$ cat src/rtl/mhs_pkg.sv
// Shared types, widths and constants of the Metropolis-Hastings step unit.
// No dependencies; every other file but mhs_if imports it.
package mhs_pkg;

	localparam int COUNT_BITS = 20;
	localparam int COEF_W = COUNT_BITS + 10;
	localparam int MUL_W = (COEF_W > 34) ? COEF_W : 34;
	localparam int PROD_W = 2 * MUL_W;
	localparam int ACC_W = COEF_W + 33;
	localparam int LN_W = 32;
	localparam int FRAC_BITS = 24;
	localparam int ADDR_W = 5;

	localparam logic [29:0] LN2_Q30 = 30'd744261118;

	localparam logic [2:0] REG_STEP = 3'd0;
	localparam logic [2:0] REG_ALPHA = 3'd1;
	localparam logic [2:0] REG_BETA = 3'd2;
	localparam logic [2:0] REG_SUBSET = 3'd3;
	localparam logic [2:0] REG_START = 3'd4;
	localparam logic [2:0] REG_SUCCESS = 3'd5;
	localparam logic [2:0] REG_TRIAL = 3'd6;

	localparam logic [15:0] STEP_RST = 16'd6554;
	localparam logic [15:0] ALPHA_RST = 16'd256;
	localparam logic [15:0] BETA_RST = 16'd256;
	localparam logic [15:0] SUBSET_RST = 16'd1;
	localparam logic [31:0] START_RST = 32'h8000_0000;

	typedef struct packed {
		logic [15:0] step_size;
		logic [15:0] prior_alpha;
		logic [15:0] prior_beta;
		logic [15:0] subset_count;
		logic [31:0] start_position;
		logic [COUNT_BITS-1:0] success_count;
		logic [COUNT_BITS-1:0] trial_count;
	} cfg_t;

	typedef struct packed {
		logic start;
		logic signed [16:0] num;
		logic [15:0] den;
	} div_req_t;

	typedef struct packed {
		logic done;
		logic signed [16:0] quo;
	} div_rsp_t;

endpackage

$ cat src/rtl/mhs_regs.sv
// APB configuration registers of the step unit.
// Depends on mhs_pkg.
module mhs_regs import mhs_pkg::*; (
	input  logic              clk,
	input  logic              arst_n,
	input  logic              psel,
	input  logic              penable,
	input  logic              pwrite,
	input  logic [ADDR_W-1:0] paddr,
	input  logic [31:0]       pwdata,
	output logic [31:0]       prdata,
	output logic              pready,
	output cfg_t              cfg
);
	cfg_t cfg_q;
	logic wr;

	assign wr = psel & penable & pwrite;
	assign pready = 1'b1;
	assign cfg = cfg_q;

	always_ff @(posedge clk or negedge arst_n) begin
		if (!arst_n) begin
			cfg_q.step_size <= STEP_RST;
			cfg_q.prior_alpha <= ALPHA_RST;
			cfg_q.prior_beta <= BETA_RST;
			cfg_q.subset_count <= SUBSET_RST;
			cfg_q.start_position <= START_RST;
			cfg_q.success_count <= '0;
			cfg_q.trial_count <= '0;
		end else if (wr) begin
			case (paddr[4:2])
				REG_STEP: cfg_q.step_size <= pwdata[15:0];
				REG_ALPHA: cfg_q.prior_alpha <= pwdata[15:0];
				REG_BETA: cfg_q.prior_beta <= pwdata[15:0];
				REG_SUBSET: cfg_q.subset_count <= pwdata[15:0];
				REG_START: cfg_q.start_position <= pwdata;
				REG_SUCCESS: cfg_q.success_count <= pwdata[COUNT_BITS-1:0];
				REG_TRIAL: cfg_q.trial_count <= pwdata[COUNT_BITS-1:0];
				default: ;
			endcase
		end
	end

	always_comb begin
		case (paddr[4:2])
			REG_STEP: prdata = 32'(cfg_q.step_size);
			REG_ALPHA: prdata = 32'(cfg_q.prior_alpha);
			REG_BETA: prdata = 32'(cfg_q.prior_beta);
			REG_SUBSET: prdata = 32'(cfg_q.subset_count);
			REG_START: prdata = cfg_q.start_position;
			REG_SUCCESS: prdata = 32'(cfg_q.success_count);
			REG_TRIAL: prdata = 32'(cfg_q.trial_count);
			default: prdata = '0;
		endcase
	end
endmodule

$ cat config.mk
export PLATFORM = sky130hd
export DESIGN_NAME = mhs_regs
export DESIGN_NICKNAME = d
export VERILOG_FILES = /design/src/rtl/mhs_pkg.sv /design/src/rtl/mhs_regs.sv
export SDC_FILE = /design/constraint.sdc
export NUM_CORES = 1
export LEC_CHECK = 0
export ABC_CLOCK_PERIOD_IN_PS = 2500
export BUFFER_PORTS_ARGS = -buffer_cell sky130_fd_sc_hd__buf_2
export CORE_MARGIN = 2
export CORE_UTILIZATION = 40
export CTS_CLUSTER_DIAMETER = 80
export DETAILED_ROUTE_END_ITERATION = 7
export PLACE_DENSITY = 0.66
export SLEW_MARGIN = 20
export SYNTH_ARGS = -nofsm -noshare
export SYNTH_HDL_FRONTEND = slang
export SYNTH_SLANG_ARGS = --single-unit
$ cat constraint.sdc
create_clock -name clk -period 2.5 [get_ports clk]
set_clock_uncertainty 0.05 [all_clocks]
set_input_delay 0.375 -clock clk [delete_from_list [all_inputs] [get_ports clk]]
set_output_delay 0.375 -clock clk [all_outputs]
set_load 0.05 [all_outputs]
### After elaboration in Yosys (flattened, before gate mapping)

Index checks and enable logic that the tools add are counted.

* bits in registers: 136
* output and inout port bits: 169

* eq/ne operators: 6
* reduce and logical (&&, ||, !) cells: 8
* bitwise logic cells: 2
* muxes and demuxes: 1

Operator list (count)
* 32-bit one-hot mux with 7 select lines: 1
* 2-bit AND reduction: 7
* 3-bit equality test (second input constant): 3
* 3-bit by 2-bit equality test with 1-bit output (second input constant): 2
* 3-bit by 1-bit equality test with 1-bit output (second input constant): 1
* 3-bit logical NOT: 1
* 1-bit bitwise AND: 2

### Logic depth before layout (Yosys ltp)

Gate-level depths: netlist of run 1.

* word-level depth: 3
* gate-level depth with buffers: 6
* depth with buffers taken out: 3

### Least setup slack after synthesis of run 1

No wires, ideal clock.

* kind: input-to-output
* start point: input port paddr[3]
* end point: output port prdata[16]
* stages: 5
* required time: 2.075 ns
* slack: -0.248 ns
* arrival time: 2.323 ns
* buffers on the path: 3
* path through: buf_2 -> buf_2 -> clkbuf_1 -> or2_2 -> a21boi_0

* cells in the longest elaborated chain, start to end: 2

Ends and longest elaborated chain
* start: declaration: line mhs_regs.sv:9 `input logic [ADDR_W-1:0] paddr,`
* 3-bit equality test, or another cell as far along: line mhs_regs.sv:46 `case (paddr[4:2])`
* 32-bit one-hot mux with 7 select lines (*): line mhs_regs.sv:46
* end: declaration: line mhs_regs.sv:11 `output logic [31:0] prdata,`

Mark *: on every way between the ends. The rest lies on a longest branch, timed or not.

### Worst setup path after layout of run 1

* start point: input port paddr[2]
* end point: output port prdata[13]

Same word-level chain as after synthesis.

==> impl_metrics.yaml, run 1 <==
yosys:
  synth_flop_cell: "sky130_fd_sc_hd__dfrtp_1"
  synthesis.area_per_instance_um2: 13.7
  async_set_or_reset_register_ratio_after_synthesis: 1.00
  synth_edf_count: 0
  ys_ff_latch: 136
  yosysUniqueCellTypes: 35
  synth_sequential_area_ratio: 0.537
  cell_area_synth_um2: 6360
  synth_cells: 464
  syn-num-nets: 506
  yosysWarnings: 0
cells_and_area:
  final-seq-area_um2: 3420
  final_layout_size_suffix_gt1_frac: 0.624
  flow.area_growth_from_synthesis_pct: 32.1
  multiInputGateArea_um2: 2820
  nNetsFinal: 730
  finish.cell_count_without_fillers: 916
  layout.filler_cells: 1345
  layout.cell_area.non_filler_um2: 8410
  largest_register_ffs: 136
floorplan:
  dieArea_um2: 16900
  die_height_um: 130
  dieWidth_um: 130
  core.rowCount: 46
  fp.coreArea_um2: 15700
  ioPinCount: 211
  floorplan.initialDensity: 0.405
clock_tree:
  cts_root_buf: "sky130_fd_sc_hd__clkbuf_16"
  maximum_buffer_depth_of_the_clock_tree: 2
  htreeDepth: 4
  cts_sinks: 136
  tritoncts: "yes"
  post_cts_buffers: 0
  cts_resized: 0
  clock_latency_ps: 410
  cts.clk_slew.worst_paths_ps: 50
  number_of_buffers_added_by_the_clock_tree_synthesis_step: 17
  ctsHoldBuffers: 1
grt:
  grt_util_all_layers: 0.223
  number_of_global_route_vias_before_repair: 4942
  global_route_wire_length_before_repair_mm: 28.0
  groute.layer.met2.usage: 0.362
  gr-max-usage-layer: "met2"
  number_of_antenna_violations_at_the_first_check_in_global_routing: 1
  globalRouteMet1Util: 0.274
  grt_start_max_net_pins: 76
  overflow: 0
  grt_util_met3: 0.0841
sta:
  finalCritPeriodShare: 0.916
  final_max_slew_viol_count: 0
  final.min_clock_period_ps: 2290
  timing.final.setup_violations: 0
  hold_violations: 0
  max_freq_mhz: 436
  grt_setup_unrepaired: "false"
  setup_total_negative_slack_ps: 0
drt:
  detailedRoute.firstIterationViolations: 160
  dr_vias: 4756
  post_drt_via_cell_ratio: 5.19
  drt_drc: 0
  ant_nets: 0
  first_pass_iters: 4
  routed_wire_length_per_instance_um: 20.3
  drt-total-wl_mm: 18.6
power:
  vdd_ir_drop_max_uv: 562
  power.density_nw_per_um2: 1020
  p_leak_nw: 4.23
place:
  gp_routability_congestion: 0.787
  placed_instance_area_um2: 7860
  io_buffer_count: 207
  placed_cells_incl_taps: 884
  hpwl_mm: 13.1
setup_path:
  timing.critical_path.cells: "buf_2, buf_4, nor2b_1, buf_4, nand2_1, o221ai_1, buf_2"
  start_kind: "primary input"
  reg2regPathDepth: 1
  crit_path_max_fanout: 16
  arrival_ps: 1870
  crit_required_ps: 2080
  critical_path_class: "primary input to output pin"
  setup.worst_path.end_class: "output pin"
  critPathSlowestCell: "sky130_fd_sc_hd__buf_2"
  cp_slowest_stage_delay_ps: 330
hold_path:
  worst_hold_path_type: "primary input to flop"
  worst_hold_path.num_cells: 2
run_status:
  run_status: "finished clean"
run:
  timing.max_cap.violations: 0
## worst max-delay path, delay by kind of cell
family	cells	cell delay [ps]
compound gates	1	80
buf+inv	4	1170
simple gates	2	230
## per-stage QoR
| stage | util | total power [W] | hold WS [ps] | worst slack [ps] |
|---|---|---|---|---|
| 4_1_cts | 0.535 | 0.00861 | 113 | 213 |
| 6_report | 0.535 | 0.00854 | 128 | 209 |
| 5_1_grt | 0.535 | 0.00890 | 114 | 92.1 |
| 3_5_place_dp | 0.500 | 0.00630 | 285 | 225 |
| 3_3_place_gp | 0.500 | 0.00623 | 274 | 214 |
| 2_1_floorplan | - | 0.00543 | 29.4 | 15.9 |
## cell type report
cell class | count | area share
Antenna cell | 1 | 0.000298
Clock buffer | 27 | 0.0622
Clock inverter | 3 | 0.00179
Multi-Input combinational cell | 294 | 0.336
Sequential cell | 136 | 0.406
Tap cell | 216 | 0.0321
Timing Repair Buffer | 239 | 0.162
## cell usage after synthesis, drive strengths merged, types with 2 or more instances
library cell / count / area share
o21a: 15 / 0.018
a21boi: 4 / 0.0047
and2: 17 / 0.017
nand2b: 2 / 0.0020
a32oi: 5 / 0.0069
a22oi: 5 / 0.0059
nor2b: 3 / 0.0029
mux2i: 30 / 0.047
dfrtp: 125 / 0.49
nor3b: 2 / 0.0024
mux2: 148 / 0.27
buf: 23 / 0.021
or3: 2 / 0.0020
or2: 4 / 0.0039
nand3: 10 / 0.0079
o221ai: 10 / 0.014
nor2: 5 / 0.0033
dfstp: 11 / 0.045
clkbuf: 11 / 0.0065
o211ai: 5 / 0.0059
nand2: 15 / 0.0088
nand3b: 5 / 0.0059
## cells in the final DEF (no fill, tap or decap), drive strengths merged, types with 4 or more instances in the layout
cell type and instances:
nor2 5, or2 4, a22oi 5, nand3b 5
a32oi 5, dfrtp 125, o21a 15, o211ai 5
mux2 148, nand2 15, a21boi 4, dfstp 11
clkbuf 27, o221ai 10, buf 238, mux2i 30
and2 17, nand3 10
## kinds of logic after synthesis
| logic type | count (synthesis) | share of synthesized area |
|---|---|---|
| muxes | 178 | 0.315 |
| DFF | 136 | 0.537 |
| and+or+nand+nor | 68 | 0.0619 |
| AOI/OAI and AO/OA | 47 | 0.0578 |
| buffers and inverters | 34 | 0.0279 |
| other | 1 | 0.000589 |
## final timing paths
| kind | end | slack [ps] | from |
|---|---|---|---|
| setup / recovery | prdata[13] | 210 | paddr[2] |
| hold / removal | cfg[60] | 130 | pwdata[20] |
| setup reg to reg | cfg[114] | 1640 | cfg[114] |
| hold reg to reg | cfg[60] | 450 | cfg[60] |
| max in group asynchronous | cfg[121] | 1180 | arst_n |
| min in group asynchronous | cfg[41] | 410 | arst_n |
## routing by layer
layer | wire [um] | vias to the layer above
met5 | 0 | -
met4 | 308 | 0
met3 | 1340 | 27
met2 | 9100 | 157
met1 | 7850 | 2431
li1 | - | 2141
## where the power goes
part / switching (W) / internal (W) / leakage, nW
logic: 0.00239 / 0.000880 / 2.25
registers: 0.000327 / 0.00266 / 1.71
clock network: 0.000873 / 0.00141 / 0.269
No activity file was read; power rests on OpenSTA's default activity.
==> run 2: changes to the inputs <==
Settings changed: ABC_CLOCK_PERIOD_IN_PS 2500 to 2600, RECOVER_POWER set to 50, SKIP_LAST_GASP set to 1.
Clock period 2.5 ns to 2.6 ns, I/O delays scaled along.
==> run 2 against run 1 <==
- the run now ends with capacitance limit, slew limit left
- via count is 0.29% lower
- first-iteration DRC count up 13%
- final cell count stayed put
- non-clock buffer count fell by 1
- critical endpoint unchanged
- core utilization is 0.65 points lower
- largest power group unchanged
- cell area down 1.2%
- highest routed layer unchanged
- critical path depth down 1
- count of clock-buffer cells in the layout shrank 10
- sequential power decreased by 4%
==> impl_metrics.yaml, run 2 (same netlist as run 1, synthesis figures left out) <==
floorplan:
  die_height_um: 130
  dieWidth_um: 130
  dieArea_um2: 16900
  ioPinCount: 211
  fp.coreArea_um2: 15700
  core.rowCount: 46
  floorplan.initialDensity: 0.405
run_status:
  run_status: "complete, but fails checks"
  violated_checks: "capacitance limit, slew limit"
setup_path:
  critical_path_class: "primary input to output pin"
  r2r_slack_ps: 1730
  setup.worst_path.end_class: "output pin"
  reg2regPathDepth: 1
  regToRegEndpoint: "cfg[45]"
  cp_slowest_stage_delay_ps: 450
  timing.critical_path.cells: "buf_2, buf_12, mux2i_1, o21a_1, o221ai_1, buf_2"
  crit-reg2reg-launch: "cfg[45]"
  start_kind: "primary input"
  critPathSlowestCell: "sky130_fd_sc_hd__buf_2"
  arrival_ps: 1880
  crit_path_max_fanout: 24
  crit_required_ps: 2160
  worstPathBufferInverterCount: 3
  timing.critical_path.max_delay_family: "buffers and inverters"
  critPathMostFrequentCell: "sky130_fd_sc_hd__buf_2"
hold_path:
  worst_hold_path_type: "primary input to flop"
  hold_start: "pwdata[20]"
  holdPathEnd: "cfg[60]"
  worst_hold_path.num_cells: 2
sta:
  grt_setup_unrepaired: "false"
  setup_total_negative_slack_ps: 0
  post-route-worst-setup-slack_ps: 275
  timing.final.setup_violations: 0
  hold_violations: 0
  max_freq_mhz: 430
  slew-limit-headroom: -0.0555
  finalCritPeriodShare: 0.894
  final_max_slew_viol_count: 62
  tightest_slew_ps: 1580
  final.min_clock_period_ps: 2320
place:
  placed_cells_incl_taps: 883
  gp_routability_congestion: 0.782
  place_worst_setup_slack_ps: 279
  io_buffer_count: 207
  hpwl_mm: 12.7
power:
  vdd_ir_drop_max_uv: 549
  share_comb_of_total_power: 0.367
  sequentialPowerShare: 0.346
  internal_power_summed_over_all_cells_w: 0.00477
  power.density_nw_per_um2: 1000
  power.net_switching_w: 0.00357
  clock_power_share: 0.287
  power_switching_share: 0.428
  p_leak_nw: 3.98
clock_tree:
  tritoncts: "yes"
  htreeDepth: 4
  cts_root_buf: "sky130_fd_sc_hd__clkbuf_16"
  clock_latency_ps: 410
  cts_resized: 0
  maximum_buffer_depth_of_the_clock_tree: 2
  cts.clk_slew.worst_paths_ps: 60
  cts_sinks: 136
  number_of_buffers_added_by_the_clock_tree_synthesis_step: 17
run:
  timing.max_cap.violations: 1
cells_and_area:
  mostFrequentLayoutCell: "sky130_fd_sc_hd__buf_2"
  flow.area_growth_from_synthesis_pct: 30.5
  layout_common_cells: "sky130_fd_sc_hd__buf_2 (139), sky130_fd_sc_hd__mux2_2 (135), sky130_fd_sc_hd__dfrtp_1 (125)"
  nNetsFinal: 729
  n_antenna_cell: 0
  layout.filler_cells: 1425
  final_layout_size_suffix_gt1_frac: 0.517
  finish.cell_count_without_fillers: 916
  largest_register_ffs: 136
drt:
  detailedRoute.firstIterationViolations: 180
  first_pass_iters: 4
  routed_wire_length_per_instance_um: 19.8
  drt-total-wl_mm: 18.1
  post_drt_via_cell_ratio: 5.18
  ant_nets: 0
  dr_vias: 4742
  drt_drc: 0
grt:
  number_of_antenna_violations_at_the_first_check_in_global_routing: 0
  grt_util_all_layers: 0.218
  number_of_global_route_vias_before_repair: 5038
  overflow: 0
  grt_start_max_net_pins: 63
  global_route_wire_length_before_repair_mm: 27.6
## run 2: final cells by class
| class | count | area [um2] | share of cell area |
|---|---|---|---|
| clock inverters | 15 | 169 | 0.0203 |
| well taps | 216 | 270 | 0.0325 |
| repair buffers | 238 | 1260 | 0.152 |
| multi-input cells | 294 | 2760 | 0.333 |
| clock buffers | 17 | 425 | 0.0512 |
| flip-flops and latches | 136 | 3420 | 0.411 |
## run 2: worst max-delay path by stage
stage | end | cells after the start | startpoint
CTS | prdata[0] | 5 | paddr[3]
global placement | prdata[13] | 6 | paddr[3]
global route | prdata[13] | 6 | paddr[3]
finish | prdata[13] | 6 | paddr[3]
detailed placement | prdata[0] | 5 | paddr[3]
floorplan | prdata[10] | 6 | paddr[3]
## run 2: what timing repair did
action,4_1_cts,5_1_grt
setup buffers,0,0
endpoints found under the hold margin,53,0
hold buffers,1,0
## run 2: through the flow
step / power (W) / util / area [um2] / hold WS (ps)
finish: 0.00835 / 0.529 / 8310 / 134
global route: 0.00869 / 0.529 / 8310 / 134
CTS: 0.00849 / 0.538 / 8450 / 122
detailed placement: 0.00605 / 0.499 / 7850 / 361
global placement: 0.00598 / 0.499 / 7850 / 357
floorplan: 0.00520 / - / 6360 / 44.4
## run 2: power groups by stage
stage	Sequential [W]	Clock (W)	Combinational (W)
detailed placement	0.00291	0	0.00314
global placement	0.00287	0	0.00311
CTS	0.00288	0.00246	0.00315
finish	0.00288	0.00239	0.00307
floorplan	0.00433	0	0.000874
global route	0.00294	0.00254	0.00320
## run 2: routing by layer
layer | share of wire | up-vias | global-route usage
li1 | - | 2130 | -
met1 | 0.41 | 2444 | 0.259
met2 | 0.51 | 144 | 0.367
met3 | 0.071 | 24 | 0.0816
met4 | 0.014 | 0 | 0.0708
met5 | 0 | - | 0
