<file path="src/rtl/mhs_pkg.sv">
// Shared types, widths and constants of the Metropolis-Hastings step unit.
// No dependencies; every other file but mhs_if imports it.
package mhs_pkg;

	localparam int COUNT_BITS = 20;
	localparam int COEF_W = COUNT_BITS + 10;
	localparam int MUL_W = (COEF_W > 34) ? COEF_W : 34;
	localparam int PROD_W = 2 * MUL_W;
	localparam int ACC_W = COEF_W + 33;
	localparam int LN_W = 32;
	localparam int FRAC_BITS = 24;
	localparam int ADDR_W = 5;

	localparam logic [29:0] LN2_Q30 = 30'd744261118;

	localparam logic [2:0] REG_STEP = 3'd0;
	localparam logic [2:0] REG_ALPHA = 3'd1;
	localparam logic [2:0] REG_BETA = 3'd2;
	localparam logic [2:0] REG_SUBSET = 3'd3;
	localparam logic [2:0] REG_START = 3'd4;
	localparam logic [2:0] REG_SUCCESS = 3'd5;
	localparam logic [2:0] REG_TRIAL = 3'd6;

	localparam logic [15:0] STEP_RST = 16'd6554;
	localparam logic [15:0] ALPHA_RST = 16'd256;
	localparam logic [15:0] BETA_RST = 16'd256;
	localparam logic [15:0] SUBSET_RST = 16'd1;
	localparam logic [31:0] START_RST = 32'h8000_0000;

	typedef struct packed {
		logic [15:0] step_size;
		logic [15:0] prior_alpha;
		logic [15:0] prior_beta;
		logic [15:0] subset_count;
		logic [31:0] start_position;
		logic [COUNT_BITS-1:0] success_count;
		logic [COUNT_BITS-1:0] trial_count;
	} cfg_t;

	typedef struct packed {
		logic start;
		logic signed [16:0] num;
		logic [15:0] den;
	} div_req_t;

	typedef struct packed {
		logic done;
		logic signed [16:0] quo;
	} div_rsp_t;

endpackage

</file>
<file path="src/rtl/mhs_if.sv">
// Request and result channel interfaces of the step unit.
// Valid/ready handshake; no dependencies.
interface mhs_in_if;
	logic valid;
	logic ready;
	logic restart;
	logic signed [15:0] normal_draw;
	logic [31:0] uniform_draw;
	modport source(output valid, restart, normal_draw, uniform_draw, input ready);
	modport sink(input valid, restart, normal_draw, uniform_draw, output ready);
endinterface

interface mhs_out_if;
	logic valid;
	logic ready;
	logic [31:0] sample;
	logic accepted;
	logic out_of_range;
	modport source(output valid, sample, accepted, out_of_range, input ready);
	modport sink(input valid, sample, accepted, out_of_range, output ready);
endinterface

</file>
<file path="src/rtl/mhs_mul.sv">
// Shared signed multiplier with registered product.
// Depends on mhs_pkg.
module mhs_mul import mhs_pkg::*; (
	input  logic                     clk,
	input  logic signed [MUL_W-1:0]  a,
	input  logic signed [MUL_W-1:0]  b,
	output logic signed [PROD_W-1:0] p_q
);
	always_ff @(posedge clk) begin
		p_q <= a * b;
	end
endmodule

</file>
<file path="src/rtl/mhs_div.sv">
// Bit-serial signed divider for the tempered prior coefficients.
// Truncates toward zero; a zero divisor counts as one. Depends on mhs_pkg.
module mhs_div import mhs_pkg::*; (
	input  logic     clk,
	input  logic     arst_n,
	input  div_req_t req,
	output div_rsp_t rsp
);
	logic        busy_q, done_q, neg_q;
	logic [4:0]  cnt_q;
	logic [15:0] num_q, rem_q, quo_q, den_q;
	logic [16:0] mag, trial, diff;
	logic        ge;

	assign mag = req.num[16] ? 17'(-req.num) : 17'(req.num);
	assign trial = {rem_q, num_q[15]};
	assign diff = trial - {1'b0, den_q};
	assign ge = trial >= {1'b0, den_q};

	always_ff @(posedge clk or negedge arst_n) begin
		if (!arst_n) begin
			busy_q <= 1'b0;
			done_q <= 1'b0;
			cnt_q <= '0;
		end else begin
			done_q <= 1'b0;
			if (req.start) begin
				busy_q <= 1'b1;
				cnt_q <= 5'd16;
			end else if (busy_q) begin
				cnt_q <= cnt_q - 5'd1;
				if (cnt_q == 5'd1) begin
					busy_q <= 1'b0;
					done_q <= 1'b1;
				end
			end
		end
	end

	always_ff @(posedge clk) begin
		if (req.start) begin
			num_q <= mag[15:0];
			rem_q <= '0;
			quo_q <= '0;
			neg_q <= req.num[16];
			den_q <= (req.den == 16'd0) ? 16'd1 : req.den;
		end else if (busy_q) begin
			num_q <= {num_q[14:0], 1'b0};
			rem_q <= ge ? diff[15:0] : trial[15:0];
			quo_q <= {quo_q[14:0], ge};
		end
	end

	assign rsp.done = done_q;
	assign rsp.quo = neg_q ? -$signed({1'b0, quo_q}) : $signed({1'b0, quo_q});
endmodule

</file>
<file path="src/rtl/mhs_seq.sv">
// Step sequencer: proposal, range check, prior coefficients, five logarithms
// and the acceptance test on one shared multiplier. Depends on mhs_pkg, mhs_if,
// mhs_mul and mhs_div.
module mhs_seq import mhs_pkg::*; (
	input  logic        clk,
	input  logic        arst_n,
	input  cfg_t        cfg,
	mhs_in_if.sink      items,
	mhs_out_if.source   results
);
	localparam logic [3:0] ST_IDLE = 4'd0;
	localparam logic [3:0] ST_PROP = 4'd1;
	localparam logic [3:0] ST_RANGE = 4'd2;
	localparam logic [3:0] ST_DIVA = 4'd3;
	localparam logic [3:0] ST_DIVB = 4'd4;
	localparam logic [3:0] ST_LLOAD = 4'd5;
	localparam logic [3:0] ST_LNORM = 4'd6;
	localparam logic [3:0] ST_LSQ = 4'd7;
	localparam logic [3:0] ST_LLN2 = 4'd8;
	localparam logic [3:0] ST_LFIN = 4'd9;
	localparam logic [3:0] ST_MUL1 = 4'd10;
	localparam logic [3:0] ST_MUL2 = 4'd11;
	localparam logic [3:0] ST_SUM = 4'd12;
	localparam logic [3:0] ST_DONE = 4'd13;

	logic [3:0]  state_q;
	logic [31:0] pos_q, xp_q, u_q, v_q;
	logic signed [15:0] nd_q;
	logic [4:0]  z_q, cnt_q;
	logic [2:0]  li_q;
	logic [FRAC_BITS-1:0] frac_q;
	logic signed [16:0] qa_q, qb_q;
	logic signed [LN_W-1:0] lnv_q [5];
	logic signed [ACC_W-1:0] acc_q;
	logic [31:0] res_sample_q;
	logic        res_acc_q, res_oor_q;
	logic        out_valid_q;
	logic [31:0] sample_q;
	logic        accepted_q, oor_q;

	logic signed [MUL_W-1:0]  mul_a, mul_b;
	logic signed [PROD_W-1:0] p_q;
	div_req_t div_req;
	div_rsp_t div_rsp;

	logic signed [39:0] dx, xp;
	logic        xp_bad;
	logic [32:0] yy, arg;
	logic        sq_bit;
	logic [31:0] ynext, sq_op, arg_c;
	logic [29:0] mag;
	logic [COUNT_BITS-1:0] fails;
	logic signed [COEF_W-1:0] ca, cb;
	logic signed [LN_W-1:0] d1, d2;
	logic signed [ACC_W-1:0] tval, sum;
	logic        take, load_out;

	mhs_mul u_mul (.clk(clk), .a(mul_a), .b(mul_b), .p_q(p_q));
	mhs_div u_div (.clk(clk), .arst_n(arst_n), .req(div_req), .rsp(div_rsp));

	assign dx = 40'($signed(p_q[35:0]));
	assign xp = $signed({8'd0, pos_q}) + (dx <<< 4);
	assign xp_bad = xp[39] || (xp == 40'sd0) || (|xp[38:32]);

	assign yy = p_q[63:31];
	assign sq_bit = yy[32];
	assign ynext = sq_bit ? yy[32:1] : yy[31:0];
	assign sq_op = (cnt_q == 5'd0) ? v_q : ynext;
	assign mag = ((30'(z_q) + 30'd1) << FRAC_BITS) - 30'(frac_q);

	assign fails = (cfg.trial_count > cfg.success_count) ?
		(cfg.trial_count - cfg.success_count) : '0;
	assign ca = COEF_W'(qa_q) + $signed({2'b00, cfg.success_count, 8'd0});
	assign cb = COEF_W'(qb_q) + $signed({2'b00, fails, 8'd0});
	assign d1 = lnv_q[0] - lnv_q[1];
	assign d2 = lnv_q[2] - lnv_q[3];
	assign tval = ACC_W'(lnv_q[4]) <<< 8;
	assign sum = acc_q + ACC_W'(p_q);
	assign take = tval < sum;

	always_comb begin
		case (li_q)
			3'd0: arg = {1'b0, xp_q};
			3'd1: arg = {1'b0, pos_q};
			3'd2: arg = 33'h1_0000_0000 - {1'b0, xp_q};
			3'd3: arg = 33'h1_0000_0000 - {1'b0, pos_q};
			default: arg = {1'b0, u_q};
		endcase
		if (arg[32]) begin
			arg_c = 32'hFFFF_FFFF;
		end else if (arg == 33'd0) begin
			arg_c = 32'd1;
		end else begin
			arg_c = arg[31:0];
		end
	end

	always_comb begin
		case (state_q)
			ST_PROP: begin
				mul_a = MUL_W'($signed({1'b0, cfg.step_size}));
				mul_b = MUL_W'(nd_q);
			end
			ST_LSQ: begin
				mul_a = MUL_W'($signed({1'b0, sq_op}));
				mul_b = MUL_W'($signed({1'b0, sq_op}));
			end
			ST_LLN2: begin
				mul_a = MUL_W'($signed({1'b0, mag}));
				mul_b = MUL_W'($signed({1'b0, LN2_Q30}));
			end
			ST_MUL1: begin
				mul_a = MUL_W'(ca);
				mul_b = MUL_W'(d1);
			end
			ST_MUL2: begin
				mul_a = MUL_W'(cb);
				mul_b = MUL_W'(d2);
			end
			default: begin
				mul_a = '0;
				mul_b = '0;
			end
		endcase
	end

	always_comb begin
		div_req.den = cfg.subset_count;
		if (state_q == ST_DIVA) begin
			div_req.num = $signed({1'b0, cfg.prior_beta}) - 17'sd256;
			div_req.start = div_rsp.done;
		end else begin
			div_req.num = $signed({1'b0, cfg.prior_alpha}) - 17'sd256;
			div_req.start = (state_q == ST_RANGE) && !xp_bad;
		end
	end

	assign items.ready = (state_q == ST_IDLE);
	assign load_out = (state_q == ST_DONE) && (!out_valid_q || results.ready);

	always_ff @(posedge clk or negedge arst_n) begin
		if (!arst_n) begin
			state_q <= ST_IDLE;
			pos_q <= START_RST;
			out_valid_q <= 1'b0;
			cnt_q <= '0;
			li_q <= '0;
		end else begin
			if (load_out) begin
				out_valid_q <= 1'b1;
			end else if (results.ready) begin
				out_valid_q <= 1'b0;
			end
			case (state_q)
				ST_IDLE: begin
					if (items.valid) begin
						if (items.restart) begin
							pos_q <= cfg.start_position;
							state_q <= ST_DONE;
						end else begin
							state_q <= ST_PROP;
						end
					end
				end
				ST_PROP: state_q <= ST_RANGE;
				ST_RANGE: state_q <= xp_bad ? ST_DONE : ST_DIVA;
				ST_DIVA: begin
					if (div_rsp.done) begin
						state_q <= ST_DIVB;
					end
				end
				ST_DIVB: begin
					if (div_rsp.done) begin
						li_q <= '0;
						state_q <= ST_LLOAD;
					end
				end
				ST_LLOAD: state_q <= ST_LNORM;
				ST_LNORM: begin
					if (v_q[31]) begin
						cnt_q <= '0;
						state_q <= ST_LSQ;
					end
				end
				ST_LSQ: begin
					if (cnt_q == 5'(FRAC_BITS)) begin
						state_q <= ST_LLN2;
					end else begin
						cnt_q <= cnt_q + 5'd1;
					end
				end
				ST_LLN2: state_q <= ST_LFIN;
				ST_LFIN: begin
					if (li_q == 3'd4) begin
						state_q <= ST_MUL1;
					end else begin
						li_q <= li_q + 3'd1;
						state_q <= ST_LLOAD;
					end
				end
				ST_MUL1: state_q <= ST_MUL2;
				ST_MUL2: state_q <= ST_SUM;
				ST_SUM: begin
					if (take) begin
						pos_q <= xp_q;
					end
					state_q <= ST_DONE;
				end
				ST_DONE: begin
					if (load_out) begin
						state_q <= ST_IDLE;
					end
				end
				default: state_q <= ST_IDLE;
			endcase
		end
	end

	always_ff @(posedge clk) begin
		case (state_q)
			ST_IDLE: begin
				nd_q <= items.normal_draw;
				u_q <= items.uniform_draw;
				res_sample_q <= cfg.start_position;
				res_acc_q <= 1'b0;
				res_oor_q <= 1'b0;
			end
			ST_RANGE: begin
				xp_q <= xp[31:0];
				res_sample_q <= pos_q;
				res_acc_q <= 1'b0;
				res_oor_q <= xp_bad;
			end
			ST_DIVA: begin
				if (div_rsp.done) begin
					qa_q <= div_rsp.quo;
				end
			end
			ST_DIVB: begin
				if (div_rsp.done) begin
					qb_q <= div_rsp.quo;
				end
			end
			ST_LLOAD: begin
				v_q <= arg_c;
				z_q <= '0;
			end
			ST_LNORM: begin
				if (!v_q[31]) begin
					v_q <= {v_q[30:0], 1'b0};
					z_q <= z_q + 5'd1;
				end
			end
			ST_LSQ: begin
				if (cnt_q != 5'd0) begin
					frac_q <= {frac_q[FRAC_BITS-2:0], sq_bit};
				end
			end
			ST_LFIN: lnv_q[li_q] <= -$signed(p_q[30+LN_W-1:30]);
			ST_MUL2: acc_q <= ACC_W'(p_q);
			ST_SUM: begin
				res_sample_q <= take ? xp_q : pos_q;
				res_acc_q <= take;
			end
			default: ;
		endcase
		if (load_out) begin
			sample_q <= res_sample_q;
			accepted_q <= res_acc_q;
			oor_q <= res_oor_q;
		end
	end

	assign results.valid = out_valid_q;
	assign results.sample = sample_q;
	assign results.accepted = accepted_q;
	assign results.out_of_range = oor_q;

	a_oor_keeps_pos: assert property (@(posedge clk) disable iff (!arst_n)
		(state_q == ST_RANGE && xp_bad) |=> $stable(pos_q))
		else $error("position moved on a rejected out-of-range proposal");
	a_sq_count: assert property (@(posedge clk) disable iff (!arst_n)
		(state_q == ST_LSQ) |-> (cnt_q <= 5'(FRAC_BITS)))
		else $error("squaring count overran");
	a_div_done: assert property (@(posedge clk) disable iff (!arst_n)
		div_rsp.done |-> (state_q == ST_DIVA || state_q == ST_DIVB))
		else $error("divider finished outside coefficient phase");
	a_accept_in_sum: assert property (@(posedge clk) disable iff (!arst_n)
		(state_q == ST_SUM) |=> (state_q == ST_DONE))
		else $error("acceptance test did not hand over a result");
endmodule

</file>
<file path="src/flat_wrapper.sv">
// flat-port wrapper written by rule: the top's interface ports become plain ports
module mhs_seq_flat import mhs_pkg::*;
  (clk, arst_n, cfg, items_valid, items_restart, items_normal_draw, items_uniform_draw, items_ready, results_valid, results_sample, results_accepted, results_out_of_range, results_ready);
  mhs_in_if items_i ();
  mhs_out_if results_i ();
  input  logic clk;
  input  logic arst_n;
  input  cfg_t cfg;
  input wire logic [$bits(items_i.valid)-1:0] items_valid;
  input wire logic [$bits(items_i.restart)-1:0] items_restart;
  input wire logic [$bits(items_i.normal_draw)-1:0] items_normal_draw;
  input wire logic [$bits(items_i.uniform_draw)-1:0] items_uniform_draw;
  output wire logic [$bits(items_i.ready)-1:0] items_ready;
  output wire logic [$bits(results_i.valid)-1:0] results_valid;
  output wire logic [$bits(results_i.sample)-1:0] results_sample;
  output wire logic [$bits(results_i.accepted)-1:0] results_accepted;
  output wire logic [$bits(results_i.out_of_range)-1:0] results_out_of_range;
  input wire logic [$bits(results_i.ready)-1:0] results_ready;
  assign items_i.valid = items_valid;
  assign items_i.restart = items_restart;
  assign items_i.normal_draw = items_normal_draw;
  assign items_i.uniform_draw = items_uniform_draw;
  assign items_ready = items_i.ready;
  assign results_valid = results_i.valid;
  assign results_sample = results_i.sample;
  assign results_accepted = results_i.accepted;
  assign results_out_of_range = results_i.out_of_range;
  assign results_i.ready = results_ready;
  mhs_seq u_core (.clk(clk), .arst_n(arst_n), .cfg(cfg), .items(items_i), .results(results_i));
endmodule
</file>
<file path="config.mk">
export PLATFORM = sky130hd
export DESIGN_NAME = mhs_seq_flat
export DESIGN_NICKNAME = d
export VERILOG_FILES = /design/src/rtl/mhs_pkg.sv /design/src/rtl/mhs_if.sv /design/src/rtl/mhs_mul.sv /design/src/rtl/mhs_div.sv /design/src/rtl/mhs_seq.sv /design/src/flat_wrapper.sv
export SDC_FILE = /design/constraint.sdc
export NUM_CORES = 2
export LEC_CHECK = 0
export BUFFER_PORTS_ARGS = -buffer_cell sky130_fd_sc_hd__buf_2
export CAP_MARGIN = 20
export CORE_MARGIN = 2
export CORE_UTILIZATION = 60
export DETAILED_ROUTE_END_ITERATION = 8
export GPL_TIMING_DRIVEN = 0
export PLACE_DENSITY = 0.77
export SLEW_MARGIN = 10
export SYNTH_ARGS = -nofsm -noshare
export SYNTH_HDL_FRONTEND = slang
export SYNTH_SLANG_ARGS = --single-unit
export TNS_END_PERCENT = 20
</file>
<file path="constraint.sdc">
create_clock -name clk -period 22.3 [get_ports clk]
set_input_delay 1.115 -clock clk [delete_from_list [all_inputs] [get_ports clk]]
set_output_delay 1.115 -clock clk [all_outputs]
set_load 0.02 [all_outputs]
</file>
Word-level counts from Yosys, hierarchy flattened
Memories as Yosys holds them, arrays and structs flattened.
Index checks and enable logic that the tools add are counted.
- flip-flop bits (word level): 487
- bits in writable memories: 160
- input port bits: 189
- output and inout bits: 36
- logic and storage cells: 171
- memories: 1
- add/subtract/negate cells: 21
- multipliers: 1
- magnitude comparators: 3
- eq/ne operators: 29
- mux-type cells: 53
- reductions and logical operators: 33
- memory list (memory ; depth ; bits a word ; rd ports ; clocked after Yosys merged registers in ; write ports ; line ; source):
    u_core.lnv_q ; 5 ; 32 ; 5 ; 0 ; 1 ; mhs_seq.sv:33 ; logic signed [LN_W-1:0] lnv_q [5];
- operator list (operator ; number):
    34-bit case mux with 5 select lines ; 2
    32-bit 2-to-1 mux ; 8
    33-bit case mux with 4 select lines ; 1
    32-bit case mux with 2 select lines ; 2
    32-bit case mux with 3 select lines ; 1
    33-bit by 32-bit subtractor with 33-bit output (first input constant) ; 2
    34-bit by 34-bit multiplier with 64-bit output ; 1
    16-bit 2-to-1 mux ; 4
    32-bit subtractor ; 2
    63-bit adder ; 1
    40-bit by 63-bit less-than comparator with 1-bit output ; 1
    17-bit by 29-bit adder with 30-bit output ; 2
    4-bit case mux with 14 select lines ; 1
    33-bit by 40-bit adder with 40-bit output ; 1
    40-bit zero test ; 1
    4-bit 2-to-1 mux ; 9
    16-bit by 9-bit subtractor with 17-bit output (second input constant) ; 2
    33-bit zero test ; 1
    32-bit negation ; 1
    30-bit by 24-bit subtractor with 30-bit output ; 1
    5-bit 2-to-1 mux ; 5
    4-bit equality test (second input constant) ; 6
    20-bit greater-than comparator ; 1
    20-bit 2-to-1 mux ; 1
    41 further kinds ; 83

Longest topological paths before layout
- depth after elaboration: 10
- depth in mapped cells: 60
- gate-level depth less buffers: 57

By module
A second synthesis with hierarchy kept.
- cell total of the unflattened synthesis: 8707
- area total of the unflattened synthesis: 83252.3 um^2
- by module, submodules not included (module ; instances ; cells an instance ; area each (um^2) ; sequential area each (um^2)):
    mhs_mul ; 1 ; 4644 ; 43389.1 ; 1361.3
    mhs_seq ; 1 ; 3564 ; 35326.4 ; 15120.8
    mhs_div ; 1 ; 499 ; 4536.9 ; 1806.7

Worst setup path before layout
OpenSTA, ideal clock, no wires.
- path kind: input-to-reg
- start point: in cfg[0] (netlist bit)
- end point: reg u_core.u_mul.p_q[61]
- arrival: 13.760 ns
- data required time: 22.228 ns
- setup slack: 8.468 ns
- cell stages on the path: 55
- path buffers: 3
- cells stage by stage: inv_1 -> ha_1 -> inv_1 -> fa_1 -> a21o_1 -> a21oi_1 -> o21bai_1 -> a21oi_1 -> o21bai_1 -> a21oi_1 -> nor2_1 -> a2111oi_0 -> o21ai_0 -> nand2_1 -> clkbuf_1 -> nor2_1 -> ha_1 -> a21oi_1 -> [19 not listed] -> fa_1 -> inv_1 -> fa_1 -> inv_1 -> fa_1 -> inv_1 -> ha_1 -> a21oi_1 -> o21ai_0 -> a311oi_1 -> o211ai_1 -> nor4_1 -> a21oi_1 -> o21ai_0 -> o21a_1 -> o21ai_0 -> a31oi_1 -> xnor2_1
- word-level cells in the longest chain between the ends: 5
- elaborated cells on any way between the ends: 6
- those cells by class: 2 x add/sub; 1 x mul; 1 x order compare; 2 x mux
- ends and longest elaborated chain (element ; line ; source):
    start, declared ; flat_wrapper.sv:8 ; input cfg_t cfg;
    20-bit subtractor / 20-bit greater-than comparator (equally long branches) ; mhs_seq.sv:72, mhs_seq.sv:71 ;
    20-bit 2-to-1 mux (*) ; mhs_seq.sv:71 ; assign fails = (cfg.trial_count > cfg.success_count) ?
    17-bit by 29-bit adder with 30-bit output (*) ; mhs_seq.sv:74 ; assign cb = COEF_W'(qb_q) + $signed({2'b00, fails, 8'd0});
    34-bit case mux with 5 select lines (*) ; mhs_seq.sv:99 ; case (state_q)
    34-bit by 34-bit multiplier with 64-bit output (*) ; mhs_mul.sv:10 ; p_q <= a * b;
    end signal, assigned ; mhs_mul.sv:10 ;
    end, declared ; mhs_mul.sv:7 ; output logic signed [PROD_W-1:0] p_q
Mark *: on every way between the ends. The rest lies on a longest branch, timed or not.
A chain may end at the register's enable or synchronous reset.

Worst setup path after layout
- start point: in cfg[0] (netlist bit)
- end point: reg u_core.u_mul.p_q[63]
Same word-level chain as after synthesis.

==> impl_metrics.json <==
{
  "status": "finished, final reports clean",
  "ys_seq_elements": 647,
  "regToRegEndpoint": "u_core.u_mul.p_q[63]",
  "grt_util_all_layers_pct": 43.9,
  "max_stage_delay_ns": 0.96,
  "cell_internal_pwr_mw": 5.46,
  "synth_top_area_share_pct": 29.8,
  "cts_tree": "built",
  "die_y_um": 368,
  "ant_nets": 0,
  "combPwrFrac_pct": 74.3,
  "peakVddDrop_uv": 160,
  "final_cell_mix": "inv_1 (1,422), fa_1 (1,181), nor2_1 (874)",
  "arrival_ns": 18.40,
  "ioPinCount": 225,
  "timing.setup.tns_ns": 0,
  "skew_ns": 0.0415,
  "netlist-cell-type-count": 104,
  "path_delay_family": "compound AO/OA/AOI/OAI gates",
  "cts-root-buf": "clkbuf_16",
  "cpMaxStageDelayCell": "clkbuf_1",
  "place.gp.congestion": 1.08,
  "hold_viol_final": 0,
  "yosysSeqAreaShare_pct": 22.9,
  "postRouteWirelength_mm": 295,
  "dieArea_um2": 135000,
  "rr_startpoint": "u_core.state_q[1]",
  "min_path_type": "input pin to asynchronous set/reset pin",
  "tightest_slew_ns": 1.39,
  "worstSetupEndpointType": "flop",
  "grt_pass1_vias": 66100,
  "htreeDepth": 3,
  "clockBufferDepth": 3,
  "switching_power_mw": 7.28,
  "ctsHoldBuffers": 0,
  "syn_area_um2": 79400,
  "p_per_area_nw_per_um2": 148,
  "maxSlewViolCount": 0,
  "synthesis.nets": 10200,
  "post-route-min-period_ns": 17.92,
  "synth_top_flop_cell": "edfxtp_1",
  "syn_to_final_growth_pct": 8.56,
  "grt_max_degree": 46,
  "vias": 66400,
  "p_leak_nw": 39.2,
  "synth_area_leaders": "fa_1 (30%), edfxtp_1 (19%), ha_1 (7.9%)",
  "overflow": 0,
  "postCtsSetupRepairBufs": 0,
  "crit_buf_inv": 12,
  "fp.dieW_um": 368,
  "finalSetupViolCount": 0,
  "viasPerCell": 6.29,
  "drtIter0Drc": 8043,
  "dr.pass1.iters": 7,
  "worst-r2r-cell-count": 35,
  "max_slew_margin_pct": 7.48,
  "max_freq_mhz": 55.8,
  "r2r_setup_slack_ns": 7.29,
  "n_fill_cell": 10900,
  "port_buffers": 224,
  "drive_gt1_share_pct": 6.08,
  "initial_core_util_pct": 60.4,
  "cts_buffers": 68,
  "synth_edf_count": 499,
  "synth_area_per_cell_um2": 9.48,
  "p_seq_share_pct": 16.2,
  "routedWlPerCell_um": 27.9,
  "layout.cells.non_filler": 10600,
  "final_nets": 10600,
  "crit_required_ns": 22.79,
  "max-cap-violations": 0,
  "async_reset_ff_share_pct": 8.04,
  "period_share_pct": 80.3,
  "cp_common_cell": "fa_1",
  "clk_pin_slew_worst_paths_ns": 0.07,
  "cts.sinks": 647,
  "crit_path_start_kind": "input pin",
  "rsz0062_at_grt": "no",
  "switching_share_pct": 57.1,
  "drc_errors": 0,
  "antenna_found_initial": 16,
  "final_common_cell": "inv_1",
  "netlist_instances": 8372,
  "cts_repair_resize_count": 0,
  "path_max_fanout": 10,
  "core_area_um2": 131000,
  "setup.worst_path.class": "input pin to flop",
  "grt_pass1_wl_mm": 431,
  "rows": 133,
  "yosysTopAreaCell": "fa_1",
  "hpwl_mm": 243,
  "insertion_delay_ns": 0.67,
  "clkPwrFrac_pct": 9.5,
  "placedCellCount": 10400,
  "ys_warn_count": 0
}
-- cell families (layout without fill, tap and decap cells) --
logic type | Yosys count | after routing | synth area share [%]
muxes | 126 | 126 | 1.66
adders and majority gates | 1684 | 1684 | 37.7
AOI/OAI and AO/OA | 1351 | 1351 | 11.7
xor gates and xnor gates | 381 | 381 | 4.20
other | 0 | 5 | 0
buffers and inverters | 1784 | 2208 | 8.51
DFF | 647 | 647 | 22.9
and+or+nand+nor | 2399 | 2399 | 13.3
-- Yosys cell counts (16+ instances only) --
library cell and number:
inv_1 1422, fa_1 1182, nor2_1 879, nand2_1 847, ha_1 502, edfxtp_1 499
a21oi_1 318, clkbuf_1 308, xnor2_1 252, o21ai_0 221, a21o_1 183, xor2_1 129
nor3_1 123, nand3_1 117, mux2i_1 105, dfxtp_1 96, a211oi_1 75, nor2b_1 75
o21a_1 56, dfrtp_1 51, and2_1 50, a221o_1 49, o211ai_1 49, nand4_1 48
nand2b_1 45, o21bai_1 45, a31oi_1 43, a22o_1 40, and3_1 39, or3_1 39
nor4_1 37, a211o_1 27, buf_1 26, a222oi_1 24, o31ai_1 22, buf_2 20
or4_1 20, nand3b_1 17, o2111ai_1 17, a2111oi_0 16, a22oi_1 16
-- layer usage --
metal	share of wire, %	routed length (µm)	vias up	global-route usage (%)
li1	-	-	28100	-
met1	38	111000	33100	59.2
met2	42	124000	4298	64.0
met3	13	39400	884	13.3
met4	6.7	19700	12	22.9
met5	0.035	103	-	0
-- power by group through the flow --
stage / clock network, mW / registers (mW) / logic (mW)
floorplan: 0 / 1.88 / 5.69
global placement: 0 / 2.06 / 8.84
detailed placement: 0 / 2.06 / 9.11
CTS: 1.22 / 2.03 / 9.17
global route: 1.26 / 2.06 / 10.1
finish: 1.21 / 2.06 / 9.47
-- worst register-to-register path: cells and delay by family, from the launching register on --
kind            cells  cell delay, ns
simple gates        6            1.73
fa+ha+maj           9            4.44
compound gates      9            3.71
flops               1            0.33
xor+xnor            1            0.65
buf+inv            10            3.96
-- how the worst max path moves through the flow --
stage	start	end	slack, ns	depth (start not counted)
6_report	cfg[0]	u_core.u_mul.p_q[63]	4.38	56
3_5_place_dp	cfg[0]	u_core.u_mul.p_q[63]	3.73	55
5_1_grt	cfg[0]	u_core.u_mul.p_q[63]	4.01	56
4_1_cts	cfg[0]	u_core.u_mul.p_q[63]	4.39	55
3_3_place_gp	cfg[0]	u_core.u_mul.p_q[63]	3.63	53
2_1_floorplan	cfg[0]	u_core.u_mul.p_q[61]	8.47	55
-- metrics by stage --
stage	hold WS [ns]	util, %	power (mW)	instance area, µm²	worst slack, ns
final	0.304	65.6	12.7	86200	4.38
after global placement	0.402	62.9	10.9	82700	3.63
after detailed placement	0.406	63.7	11.2	83700	3.73
after CTS	0.275	65.5	12.4	86000	4.39
after global routing	0.272	65.6	13.4	86200	4.01
after floorplan	0.400	-	7.57	79400	8.47
-- final cells by class --
class	instances	area [µm²]	area share, %
Inverter	1424	5350	6.20
Sequential cell	647	18200	21.1
Multi-Input combinational cell	5941	54700	63.4
Buffer	360	1420	1.65
Timing Repair Buffer	299	2020	2.35
Clock inverter	42	470	0.546
Tap cell	1755	2200	2.55
Clock buffer	83	1850	2.15
Antenna cell	5	12.5	0.0145
-- state kept, by name (all words and copies together), names as in the netlist, 17 cells and up --
signal                 cells
u_core.res_sample_q       32
u_core.qa_q               17
u_core.frac_q             24
u_core.results.sample     32
u_core.pos_q              32
u_core.xp_q               32
u_core.acc_q              63
u_core.v_q                32
u_core.u_q                32
u_core.lnv_q             160
u_core.u_mul.p_q          64
u_core.qb_q               17
No activity file was read; power rests on OpenSTA's default activity.
